[src/hdl/ps2hfe_pkg.sv]
// shared types and constants of the ps2 host frame engine
`default_nettype none
package ps2hfe_pkg;

	localparam int unsigned DataBits  = 8;
	localparam int unsigned MaxPacket = 4;

	localparam logic [3:0] LAST_EDGE    = 4'd10;
	localparam logic [3:0] RELEASE_EDGE = 4'd9;
	localparam logic [3:0] DATA_EDGE    = 4'd8;
	localparam logic [2:0] LEN_RESET    = 3'd3;
	localparam logic [2:0] LEN_MAX      = 3'd4;

	localparam logic CMD_EDGE = 1'b0;
	localparam logic CMD_SEND = 1'b1;

	typedef logic [DataBits-1:0] byte_t;

	typedef struct packed {
		logic  command;
		logic  data_in;
		byte_t tx_byte;
	} item_t;

	typedef struct packed {
		logic  drive_enable;
		logic  drive_level;
		logic  transmitting;
		logic  byte_done;
		byte_t byte_value;
		logic  packet_done;
		byte_t packet_first;
		byte_t packet_second;
		byte_t packet_third;
		byte_t packet_fourth;
	} result_t;

	// clamp the packet length register to 1..4
	function automatic logic [2:0] eff_length(input logic [2:0] len);
		logic [2:0] r;
		r = len;
		if (len == 3'd0) r = 3'd1;
		if (len > LEN_MAX) r = LEN_MAX;
		return r;
	endfunction

endpackage
`default_nettype wire

[src/hdl/ps2_host_frame_engine_unit.sv]
// top level of the ps2 host frame engine
//
// channel   direction  handshake                 payload
// input     in         in_valid / in_stall       command, data_in, tx_byte
// output    out        out_valid / out_stall     drive and receive results
// config    in         cfg_wr_en                 cfg_wr_data (packet length)
//
// each transaction passes through the input register and then the
// result register; one item per cycle is sustained while out_stall is low, set by the single
// state update in the frame core. reset clears frame state, packet store and
// sets packet length to three. while the result waits under out_stall one more
// item is held in the input register, then in_stall rises.
`default_nettype none
module ps2_host_frame_engine_unit (
	input  wire logic       clk,
	input  wire logic       arst_n,
	input  wire logic       cfg_wr_en,
	input  wire logic [2:0] cfg_wr_data,
	input  wire logic       in_valid,
	output logic            in_stall,
	input  wire logic       command,
	input  wire logic       data_in,
	input  wire logic [7:0] tx_byte,
	output logic            out_valid,
	input  wire logic       out_stall,
	output logic            drive_enable,
	output logic            drive_level,
	output logic            transmitting,
	output logic            byte_done,
	output logic [7:0]      byte_value,
	output logic            packet_done,
	output logic [7:0]      packet_first,
	output logic [7:0]      packet_second,
	output logic [7:0]      packet_third,
	output logic [7:0]      packet_fourth
);
	import ps2hfe_pkg::*;

	item_t      item;
	item_t      item_s1;
	logic       valid_s1;
	logic       advance;
	logic [2:0] packet_length;
	result_t    result_q;

	assign item.command = command;
	assign item.data_in = data_in;
	assign item.tx_byte = tx_byte;

	ps2hfe_cfg_reg u_cfg (
		.clk             (clk),
		.arst_n          (arst_n),
		.cfg_wr_en       (cfg_wr_en),
		.cfg_wr_data     (cfg_wr_data),
		.packet_length_q (packet_length)
	);

	ps2hfe_in_stage u_in (
		.clk      (clk),
		.arst_n   (arst_n),
		.in_valid (in_valid),
		.in_stall (in_stall),
		.item     (item),
		.advance  (advance),
		.valid_s1 (valid_s1),
		.item_s1  (item_s1)
	);

	ps2hfe_frame_core u_core (
		.clk           (clk),
		.arst_n        (arst_n),
		.packet_length (packet_length),
		.valid_s1      (valid_s1),
		.item_s1       (item_s1),
		.advance       (advance),
		.out_valid     (out_valid),
		.out_stall     (out_stall),
		.result_q      (result_q)
	);

	assign drive_enable  = result_q.drive_enable;
	assign drive_level   = result_q.drive_level;
	assign transmitting  = result_q.transmitting;
	assign byte_done     = result_q.byte_done;
	assign byte_value    = result_q.byte_value;
	assign packet_done   = result_q.packet_done;
	assign packet_first  = result_q.packet_first;
	assign packet_second = result_q.packet_second;
	assign packet_third  = result_q.packet_third;
	assign packet_fourth = result_q.packet_fourth;

endmodule
`default_nettype wire

[src/hdl/ps2hfe_in_stage.sv]
// input register stage of the ps2 host frame engine
`default_nettype none
module ps2hfe_in_stage (
	input  wire logic            clk,
	input  wire logic            arst_n,
	input  wire logic            in_valid,
	output logic                 in_stall,
	input  wire ps2hfe_pkg::item_t item,
	input  wire logic            advance,
	output logic                 valid_s1,
	output ps2hfe_pkg::item_t    item_s1
);
	import ps2hfe_pkg::*;

	logic load;

	assign in_stall = valid_s1 & ~advance;
	assign load     = in_valid & ~in_stall;

	always_ff @(posedge clk or negedge arst_n) begin
		if (!arst_n) begin
			valid_s1 <= 1'b0;
		end else if (load) begin
			valid_s1 <= 1'b1;
		end else if (advance) begin
			valid_s1 <= 1'b0;
		end
	end

	always_ff @(posedge clk) begin
		if (load) begin
			item_s1 <= item;
		end
	end

endmodule
`default_nettype wire

[src/hdl/ps2hfe_frame_core.sv]
// frame state, next-state logic and result register of the ps2 host frame engine
`default_nettype none
module ps2hfe_frame_core (
	input  wire logic              clk,
	input  wire logic              arst_n,
	input  wire logic [2:0]        packet_length,
	input  wire logic              valid_s1,
	input  wire ps2hfe_pkg::item_t item_s1,
	output logic                   advance,
	output logic                   out_valid,
	input  wire logic              out_stall,
	output ps2hfe_pkg::result_t    result_q
);
	import ps2hfe_pkg::*;

	logic       host_sending_q;
	logic [3:0] edge_count_q;
	byte_t      send_shift_q;
	logic [1:0] byte_index_q;
	byte_t      store_q [MaxPacket];

	logic       host_sending_n;
	logic [3:0] edge_count_n;
	byte_t      send_shift_n;
	logic [1:0] byte_index_n;
	byte_t      store_n [MaxPacket];
	result_t    res_n;
	logic       take;
	logic [2:0] edge_m1;
	logic [2:0] edge_n_m1;
	byte_t      cur_byte;
	logic [2:0] len;

	assign advance = ~out_valid | ~out_stall;
	assign take    = valid_s1 & advance;
	assign len     = eff_length(packet_length);
	assign edge_m1   = edge_count_q[2:0] - 3'd1;
	assign edge_n_m1 = edge_count_n[2:0] - 3'd1;

	always_comb begin
		host_sending_n = host_sending_q;
		edge_count_n   = edge_count_q;
		send_shift_n   = send_shift_q;
		byte_index_n   = byte_index_q;
		for (int i = 0; i < MaxPacket; i++) store_n[i] = store_q[i];
		cur_byte       = store_q[byte_index_q];
		res_n          = '0;

		if (item_s1.command == CMD_SEND) begin
			host_sending_n = 1'b1;
			send_shift_n   = item_s1.tx_byte;
			byte_index_n   = 2'd0;
			edge_count_n   = 4'd0;
		end else if (host_sending_q) begin
			if (edge_count_q >= LAST_EDGE) begin
				edge_count_n   = 4'd0;
				host_sending_n = 1'b0;
			end else begin
				edge_count_n = edge_count_q + 4'd1;
			end
		end else begin
			// start bit clears the byte, data bits fill lsb first
			if (edge_count_q == 4'd0) begin
				cur_byte = '0;
			end else if (edge_count_q <= DATA_EDGE) begin
				cur_byte[edge_m1] = cur_byte[edge_m1] | item_s1.data_in;
			end
			store_n[byte_index_q] = cur_byte;
			if (edge_count_q >= LAST_EDGE) begin
				edge_count_n     = 4'd0;
				res_n.byte_done  = 1'b1;
				res_n.byte_value = cur_byte;
				if ({1'b0, byte_index_q} + 3'd1 >= len) begin
					byte_index_n      = 2'd0;
					res_n.packet_done = 1'b1;
				end else begin
					byte_index_n = byte_index_q + 2'd1;
				end
			end else begin
				edge_count_n = edge_count_q + 4'd1;
			end
		end

		res_n.transmitting = host_sending_n;
		if (host_sending_n && edge_count_n <= RELEASE_EDGE) begin
			res_n.drive_enable = 1'b1;
			if (edge_count_n == 4'd0) begin
				res_n.drive_level = 1'b0;
			end else if (edge_count_n <= DATA_EDGE) begin
				res_n.drive_level = send_shift_n[edge_n_m1];
			end else begin
				res_n.drive_level = ~(^send_shift_n);
			end
		end

		if (res_n.packet_done) begin
			res_n.packet_first  = store_n[0];
			res_n.packet_second = store_n[1];
			res_n.packet_third  = store_n[2];
			res_n.packet_fourth = store_n[3];
		end
	end

	always_ff @(posedge clk or negedge arst_n) begin
		if (!arst_n) begin
			host_sending_q <= 1'b0;
			edge_count_q   <= 4'd0;
			send_shift_q   <= '0;
			byte_index_q   <= 2'd0;
			for (int i = 0; i < MaxPacket; i++) store_q[i] <= '0;
		end else if (take) begin
			host_sending_q <= host_sending_n;
			edge_count_q   <= edge_count_n;
			send_shift_q   <= send_shift_n;
			byte_index_q   <= byte_index_n;
			for (int i = 0; i < MaxPacket; i++) store_q[i] <= store_n[i];
		end
	end

	always_ff @(posedge clk or negedge arst_n) begin
		if (!arst_n) begin
			out_valid <= 1'b0;
		end else if (advance) begin
			out_valid <= valid_s1;
		end
	end

	always_ff @(posedge clk) begin
		if (take) begin
			result_q <= res_n;
		end
	end

endmodule
`default_nettype wire

[src/hdl/ps2hfe_cfg_reg.sv]
// packet length register of the ps2 host frame engine
`default_nettype none
module ps2hfe_cfg_reg (
	input  wire logic       clk,
	input  wire logic       arst_n,
	input  wire logic       cfg_wr_en,
	input  wire logic [2:0] cfg_wr_data,
	output logic [2:0]      packet_length_q
);
	import ps2hfe_pkg::*;

	always_ff @(posedge clk or negedge arst_n) begin
		if (!arst_n) begin
			packet_length_q <= LEN_RESET;
		end else if (cfg_wr_en) begin
			packet_length_q <= cfg_wr_data;
		end
	end

endmodule
`default_nettype wire

[config.mk]
export PLATFORM = sky130hd
export DESIGN_NAME = ps2_host_frame_engine_unit
export DESIGN_NICKNAME = d
export VERILOG_FILES = /design/src/hdl/ps2hfe_pkg.sv /design/src/hdl/ps2_host_frame_engine_unit.sv /design/src/hdl/ps2hfe_in_stage.sv /design/src/hdl/ps2hfe_frame_core.sv /design/src/hdl/ps2hfe_cfg_reg.sv
export SDC_FILE = /design/constraint.sdc
export NUM_CORES = 1
export LEC_CHECK = 0
export ABC_AREA = 1
export BUFFER_PORTS_ARGS = -buffer_cell sky130_fd_sc_hd__buf_4
export CORE_ASPECT_RATIO = 1.2
export CORE_MARGIN = 3
export CORE_UTILIZATION = 55
export DETAILED_ROUTE_END_ITERATION = 10
export GPL_ROUTABILITY_DRIVEN = 0
export PLACE_DENSITY = 0.8
export SLEW_MARGIN = 20
export SYNTH_ARGS = -nofsm -noshare
export SYNTH_HDL_FRONTEND = slang
export SYNTH_SLANG_ARGS = --single-unit
[constraint.sdc]
create_clock -name clk -period 3.22 [get_ports clk]
set_input_delay 0 -clock clk [delete_from_list [all_inputs] [get_ports clk]]
set_output_delay 0 -clock clk [all_outputs]
set_load 0.01 [all_outputs]
==> results of run 1 <==
cell usage after synthesis, drive strengths merged (6+ instances only):
| cell type | n | share of area |
|---|---|---|
| o21ai | 29 | 0.026 |
| nand2 | 273 | 0.19 |
| buf | 9 | 0.010 |
| dfrtp | 50 | 0.23 |
| or2 | 6 | 0.0068 |
| nand4 | 8 | 0.0091 |
| a21oi | 29 | 0.026 |
| inv | 56 | 0.038 |
| nand3 | 57 | 0.052 |
| ha | 13 | 0.030 |
| edfxtp | 55 | 0.30 |
| nor2 | 58 | 0.042 |
| clkbuf | 10 | 0.0068 |
power by group through the flow:
| stage | combinational, mW | clock (mW) | sequential, mW |
|---|---|---|---|
| final | 1.13 | 1.05 | 1.70 |
| after global placement | 1.05 | 0 | 1.71 |
| after global routing | 1.28 | 1.12 | 1.72 |
| after CTS | 1.12 | 1.06 | 1.70 |
| after floorplan | 0.763 | 0 | 1.73 |
| after detailed placement | 1.10 | 0 | 1.72 |
registers in the layout, indices dropped and copies added (netlist names):
register               cells
u_cfg.packet_length_q      3
u_core.byte_index_q        2
u_core.edge_count_q        4
u_core.host_sending_q      1
u_core.out_valid           1
u_core.result_q           45
u_core.send_shift_q        8
u_core.store_q            32
u_in.item_s1              10
u_in.valid_s1              1
what timing repair did:
item	CTS	global route
setup endpoints to repair	0	0
hold buffers	17	0
hold endpoints to repair	65	0
resized for setup	0	0
worst max-delay path by stage:
stage                     cells past startpoint                   start  slack [ps]             endpoint
after global placement                       10  u_core.byte_index_q[1]         770  u_core.result_q[27]
after floorplan                               4        u_core.out_valid         620   u_core.result_q[0]
after global routing                         13  u_core.edge_count_q[0]         340  u_core.result_q[10]
after CTS                                    13  u_core.edge_count_q[0]         610   u_core.result_q[2]
final                                        13  u_core.edge_count_q[0]         520   u_core.result_q[2]
after detailed placement                     10  u_core.byte_index_q[1]         630   u_core.result_q[5]
cell type report:
class / count / area (sq um)
Fill cell: 715 / 3095
Sequential cell: 107 / 2955
Multi-Input combinational cell: 490 / 2212
Timing Repair Buffer: 85 / 693.2
Clock buffer: 12 / 236.5
Inverter: 60 / 225.2
Tap cell: 123 / 153.9
Clock inverter: 4 / 41.29
logic make-up (layout without fill, tap and decap cells):
group,Yosys count,in the layout,synth area share
flops,107,107,0.5385
mux,1,1,0.002052
simple gates,407,407,0.3021
compound gates,61,61,0.05654
fa+ha+maj,13,13,0.02964
buf+inv,79,161,0.05837
xor+xnor,8,8,0.01277
worst max-delay path, stage by stage, from the launching register on:
cell     delay [ps]
dfrtp_1         500
inv_2           150
ha_1            410
inv_1           110
nand3_1         110
nor2_1           50
nand2_1          50
nand2_1          60
nor2_2          270
nand4_1         230
nand2_1         250
nand2_1         120
nand2_1          80
nor2_1           40
metal layers:
metal  vias to the layer above  GRT usage
li1                       2333          -
met1                      2225     0.2877
met2                       229     0.4263
met3                        48    0.03612
met4                         0     0.1255
met5                         -          0
cells in the final DEF, fill, tap and decap left out:
cell type / count
nor3_1: 4
edfxtp_1: 55
a21oi_1: 29
inv_2: 5
nor2_2: 2
clkbuf_16: 9
nor2_1: 55
bufinv_16: 1
dfrtp_1: 50
ha_1: 13
a31oi_1: 2
dlygate4sd3_1: 17
o21ai_1: 1
clkbuf_1: 3
o31ai_1: 1
clkinv_1: 7
nand2_2: 1
mux2_2: 1
nand4_1: 8
dfstp_2: 2
or2_2: 5
inv_1: 51
nand2_1: 272
xnor2_1: 5
buf_12: 1
nor2_4: 1
nand3b_1: 1
o21ai_0: 28
nand3_1: 57
buf_4: 67
xor2_1: 3
or2_1: 1
through the flow:
stage | area [sq um] | hold slack (ps) | cells
finish | 6518 | 255.9 | 881
floorplan | 5488 | -295.6 | 676
CTS | 6518 | 274.0 | 881
global route | 6518 | 314.9 | 881
global placement | 6070 | 88.12 | 848
detailed placement | 6070 | 98.09 | 848
==> qor.yml, run 1 <==
status: "finished clean"
p_int_mw: 2.591
gr-total-overflow: 0
timing.rr.end: "u_core.result_q[2]"
io_buffers: 64
setup_viol: 0
core-area_sq_mm: 0.009613
wl_per_cell_um: 14.54
drc: 0
place_hpwl_mm: 8.729
wl_met2_mm: 6.454
power_density_mw_per_mm2: 595.7
end_kind: "flip-flop"
ys.flop_type: "edfxtp_1"
ant_nets: 0
clockBufferDepth: 2
tns_ps: 0
syn-instance-count: 676
antenna_found_initial: 0
synth_cell_type_count: 31
syn_area_sq_mm: 0.005488
finalNetCount: 784
yosysSeqAreaShare: 0.5385
initial_core_util: 0.5709
die_area_sq_mm: 0.01122
grt_pass1_wl_mm: 21.62
clkLatencyLatePin_ps: 350
post_cts.repair.setup_buffers: 0
tightest_slew_ps: 728.8
rrSetupSlack_ps: 520
power.switching_mw: 1.292
cts.sink_count: 107
maxCapViolations: 0
required_ps: 3310
grt_max_degree: 63
criticalPathCategory: "reg2reg"
p_total_mw: 3.883
area_delta_synth_final_pct: 18.76
rr_startpoint: "u_core.edge_count_q[0]"
first_pass_iters: 5
dp_slack_ps: 629.2
rsz0062_at_grt: "no"
drt-initial-drc-count: 356
pwr-share-seq: 0.437
synth_nets: 707
num_antenna_cells: 0
cp_data_arrival_time_ps: 2790
htreeDepth: 3
fmax_mhz: 370.4
synth-seq-cells: 107
clockRootBuffer: "clkbuf_16"
routed.top_layer: "met4"
skew_ps: 10.08
layout-drive-gt1-share: 0.1253
track_usage: 0.2409
p_leak_nw: 3.067
met3_length_um: 941
ir_worst_vdd_v: 0.0003634
design.portCount: 65
ys_async_sr_fraction: 0.4860
cp-start-kind: "flip-flop"
hold_viol_final: 0
die_h_um: 115.4
rows: 39
power_frac_comb: 0.292
clk_pin_slew_ps: 70
final_util: 0.6780
drv_slew: 0
netSwitchingFraction: 0.3327
drt-met1-wl_mm: 4.949
finalCritPeriodShare: 0.8385
hp-class: "in2async"
p_clk_frac: 0.271
via_count: 4835
die_w_um: 97.19
finalCriticalPeriod_ps: 2700
grt_pass1_vias: 4721
cp_max_fo: 10
synth.avg_cell_area_sq_um: 8.118
ys_warn_count: 0
synth_edf_count: 55
drt_wl_total_mm: 12.81
setup_slack_ps: 519.9
numCtsBuffers: 9
cts_tree: "yes"
slew_headroom: 0.5141
vias_per_cell: 5.488
rr_worst_depth: 13
Note: power is estimated with default switching activity, not from simulation.
==> run 2, diff against run 1 <==
Settings changed: ABC_AREA 1 to 0.
Clock period 3.22 ns to 2.5 ns, I/O delays scaled along.
==> run 2 against run 1 <==
Effect of this change: clock skew fell by 2.1 ps; fmax increased by 11%; via count shrank 12%; final cell count is 21% lower; sequential share of layout area fell by 1.9 points; flip-flop and latch count did not move; clock-buffer cell count shrank 1; synthesized cell count is 31% lower; die area is 1.3% lower.
==> qor.yml, run 2 <==
final_cell_mix: "buf_4, nand2_1, edfxtp_1"  # was nand2_1, buf_4, nand3_1
die_h_um: 114.6  # was 115.4 um
wl_per_cell_um: 17.95  # was 14.54 um
track_usage: 0.2401  # was 0.2409
path_cells: "inv_2 -> ha_4 -> inv_2 -> or3_4 -> ha_4 -> mux4_2 -> a21oi_2 -> a221oi_2 -> o21a_1"  # was inv_2 -> ha_1 -> inv_1 -> nand3_1 -> nor2_1 -> nand2_1 -> nand2_1 -> nor2_2 -> nand4_1 -> nand2_1 -> nand2_1 -> nand2_1 -> nor2_1
drt_wl_total_mm: 12.56  # was 12.81 mm
initial_core_util: 0.5657  # was 0.5709
die_area_sq_mm: 0.01107  # was 0.01122 sq mm
ys.flop_type: "edfxtp_1"  # unchanged
synth_top_area_share: 0.3053  # was 0.3010
whs_ps: 225.5  # was 255.9 ps
io_buffers: 64  # unchanged
grt_pass1_wl_mm: 20.09  # was 21.62 mm
power_density_mw_per_mm2: 736.2  # was 595.7 mW/mm^2
slowest_delay_ps: 430  # was 500 ps
hold_viol_final: 0  # unchanged
ys_async_sr_fraction: 0.4860  # unchanged
grt_max_degree: 53  # was 63
cp-start-kind: "flip-flop"  # unchanged
yosys.cell_count.top_type: "nand2_1"  # unchanged
layout_commonest_cell: "buf_4"  # was nand2_1
area_delta_synth_final_pct: 25.86  # was 18.76%
first_pass_iters: 6  # was 5
fmax_mhz: 409.7  # was 370.4 MHz
maxCapViolations: 0  # unchanged
netSwitchingFraction: 0.3105  # was 0.3327
antenna_found_initial: 0  # unchanged
setup_viol: 0  # unchanged
yosys.area.top_type: "edfxtp_1"  # unchanged
power.switching_mw: 1.556  # was 1.292 mW
p_int_mw: 3.456  # was 2.591 mW
p_total_mw: 5.013  # was 3.883 mW
clockBufferDepth: 2  # unchanged
rsz0062_at_grt: "yes"  # was no
ant_nets: 0  # unchanged
required_ps: 2610  # was 3310 ps
finalCritPeriodShare: 0.9764  # was 0.8385
htreeDepth: 3  # unchanged
via_count: 4261  # was 4835
largest_reg_flops: 45  # unchanged
drc: 0  # unchanged
synth_commonest_cells: "nand2_1, edfxtp_1, dfrtp_1, nor2_1, o21ai_0"  # was nand2_1, nand3_1, edfxtp_1, nor2_1, inv_1
tns_ps: 0  # unchanged
syn_area_sq_mm: 0.005410  # was 0.005488 sq mm
criticalPathCategory: "reg2reg"  # unchanged
hp-class: "in2async"  # unchanged
cp_slowest_cell: "or3_4"  # was dfrtp_1
slew_headroom: 0.5593  # was 0.5141
finalNetCount: 603  # was 784
synth_cell_type_count: 56  # was 31
cts_tree: "yes"  # unchanged
synth_nets: 500  # was 707
power_frac_comb: 0.290  # was 0.292
dp_cells: 663  # was 848
skew_ps: 7.968  # was 10.08 ps
layout-drive-gt1-share: 0.3172  # was 0.1253
num_antenna_cells: 0  # unchanged
dp_slack_ps: 33.23  # was 629.2 ps
drv_slew: 0  # unchanged
p_leak_nw: 2.701  # was 3.067 nW
die_w_um: 96.54  # was 97.19 um
synth_area_leaders: "edfxtp_1, dfrtp_1, nand2_1, mux4_2, ha_1"  # was edfxtp_1, dfrtp_1, nand2_1, nand3_1, nor2_1
vias_per_cell: 6.087  # was 5.488
largest_register: "u_core.result_q"  # unchanged
gr-total-overflow: 0  # unchanged
cp_data_arrival_time_ps: 2550  # was 2790 ps
fin_cells: 700  # was 881
drt-initial-drc-count: 418  # was 356
setup_slack_ps: 58.97  # was 519.9 ps
yosysSeqAreaShare: 0.5463  # was 0.5385
pwr-share-seq: 0.423  # was 0.437
ir_worst_vdd_v: 0.0005402  # was 0.0003634 V
clk_pin_slew_ps: 70  # about the same
placed_area_sq_mm: 0.006181  # was 0.006070 sq mm
ys_warn_count: 0  # unchanged
tightest_slew_ps: 661.0  # was 728.8 ps
synth.avg_cell_area_sq_um: 11.54  # was 8.118 sq um
clkLatencyLatePin_ps: 350  # about the same
final_util: 0.7119  # was 0.6780
finalCriticalPeriod_ps: 2441  # was 2700 ps
clockRootBuffer: "clkbuf_16"  # unchanged
place_hpwl_mm: 8.761  # was 8.729 mm
synth-seq-cells: 107  # unchanged
cp_max_fo: 4  # was 10
rows: 39  # unchanged
synth_edf_count: 55  # unchanged
status: "finished clean"  # unchanged
largestRegisters: "u_core.result_q (45), u_core.store_q (32), u_in.item_s1 (10)"  # unchanged
design_area_sq_mm: 0.006809  # was 0.006518 sq mm
syn-instance-count: 469  # was 676
core-area_sq_mm: 0.009564  # was 0.009613 sq mm
end_kind: "flip-flop"  # unchanged
p_clk_frac: 0.288  # was 0.271
numCtsBuffers: 9  # unchanged
cts.sink_count: 107  # unchanged
design.portCount: 65  # unchanged
grt_pass1_vias: 4077  # was 4721
[run 2: changes by cell type in the layout (fill, tap and decap cells not counted), sizes merged, moves of 8 or more]
cell / before / now
nand3: 57 / 8
a22o: 0 / 8
mux4: 0 / 11
mux2i: 0 / 14
buf: 68 / 98
nor2: 58 / 34
mux2: 1 / 12
nand2: 273 / 68
inv: 56 / 15
[run 2: cell families (layout without fill, tap and decap cells)]
logic type,Yosys count,in the layout,synth area share
compound gates,115,115,0.1529
flops,107,107,0.5463
xor+xnor,12,12,0.02290
simple gates,145,145,0.1186
mux,37,37,0.09667
fa+ha+maj,13,13,0.03007
buf+inv,40,148,0.03261
[run 2: per-layer routing]
metal,routed length (um),up-vias,track usage
met5,0,-,0
met4,526,0,0.1132
met3,975,57,0.06312
met2,6359,243,0.3927
met1,4701,2035,0.2944
li1,-,1926,-
[run 2: layout make-up]
type                       count  area (sq um)
clock buffer                  11         242.7
tap                          123         153.9
clock inverter                 5         60.06
inverter                      16         62.56
fill                         685          2755
sequential                   107          2955
timing repair buffer         116         915.9
multi-input combinational    322          2419
[run 2: timing repair]
action	CTS	global route
setup buffers	0	3
endpoints found under the hold margin	65	0
pin swaps	0	11
setup endpoints to repair	1	63
hold buffers	18	0
gates resized for setup	0	25
[run 2: power groups by stage]
stage	sequential [mW]	clock [mW]	combinational, mW
after floorplan	2.16	0	0.880
final	2.12	1.44	1.45
after global placement	2.14	0	1.25
after detailed placement	2.15	0	1.28
after CTS	2.11	1.44	1.31
after global routing	2.13	1.54	1.56
[run 2: worst paths after layout]
| path | end | from | depth (start not counted) | slack (ps) |
|---|---|---|---|---|
| setup / recovery | u_core.result_q[43] | u_core.edge_count_q[1] | 9 | 60 |
| hold / removal | u_core.send_shift_q[0] | arst_n | 2 | 230 |
| min in group clk | u_in.item_s1[5] | tx_byte[5] | 2 | 360 |
| setup reg to reg | u_core.result_q[43] | u_core.edge_count_q[1] | 9 | 60 |
| max in group asynchronous | u_core.store_q[12] | arst_n | 2 | 1830 |
| hold reg to reg | u_core.out_valid | u_in.valid_s1 | 1 | 490 |
[run 2: worst max-delay path: cells and delay by family (launching register included)]
family	cells	cell delay, ps
adders and majority gates	2	580
and+or+nand+nor	1	430
AOI/OAI and AO/OA	3	400
DFF	1	370
muxes	1	300
buffers and inverters	2	120
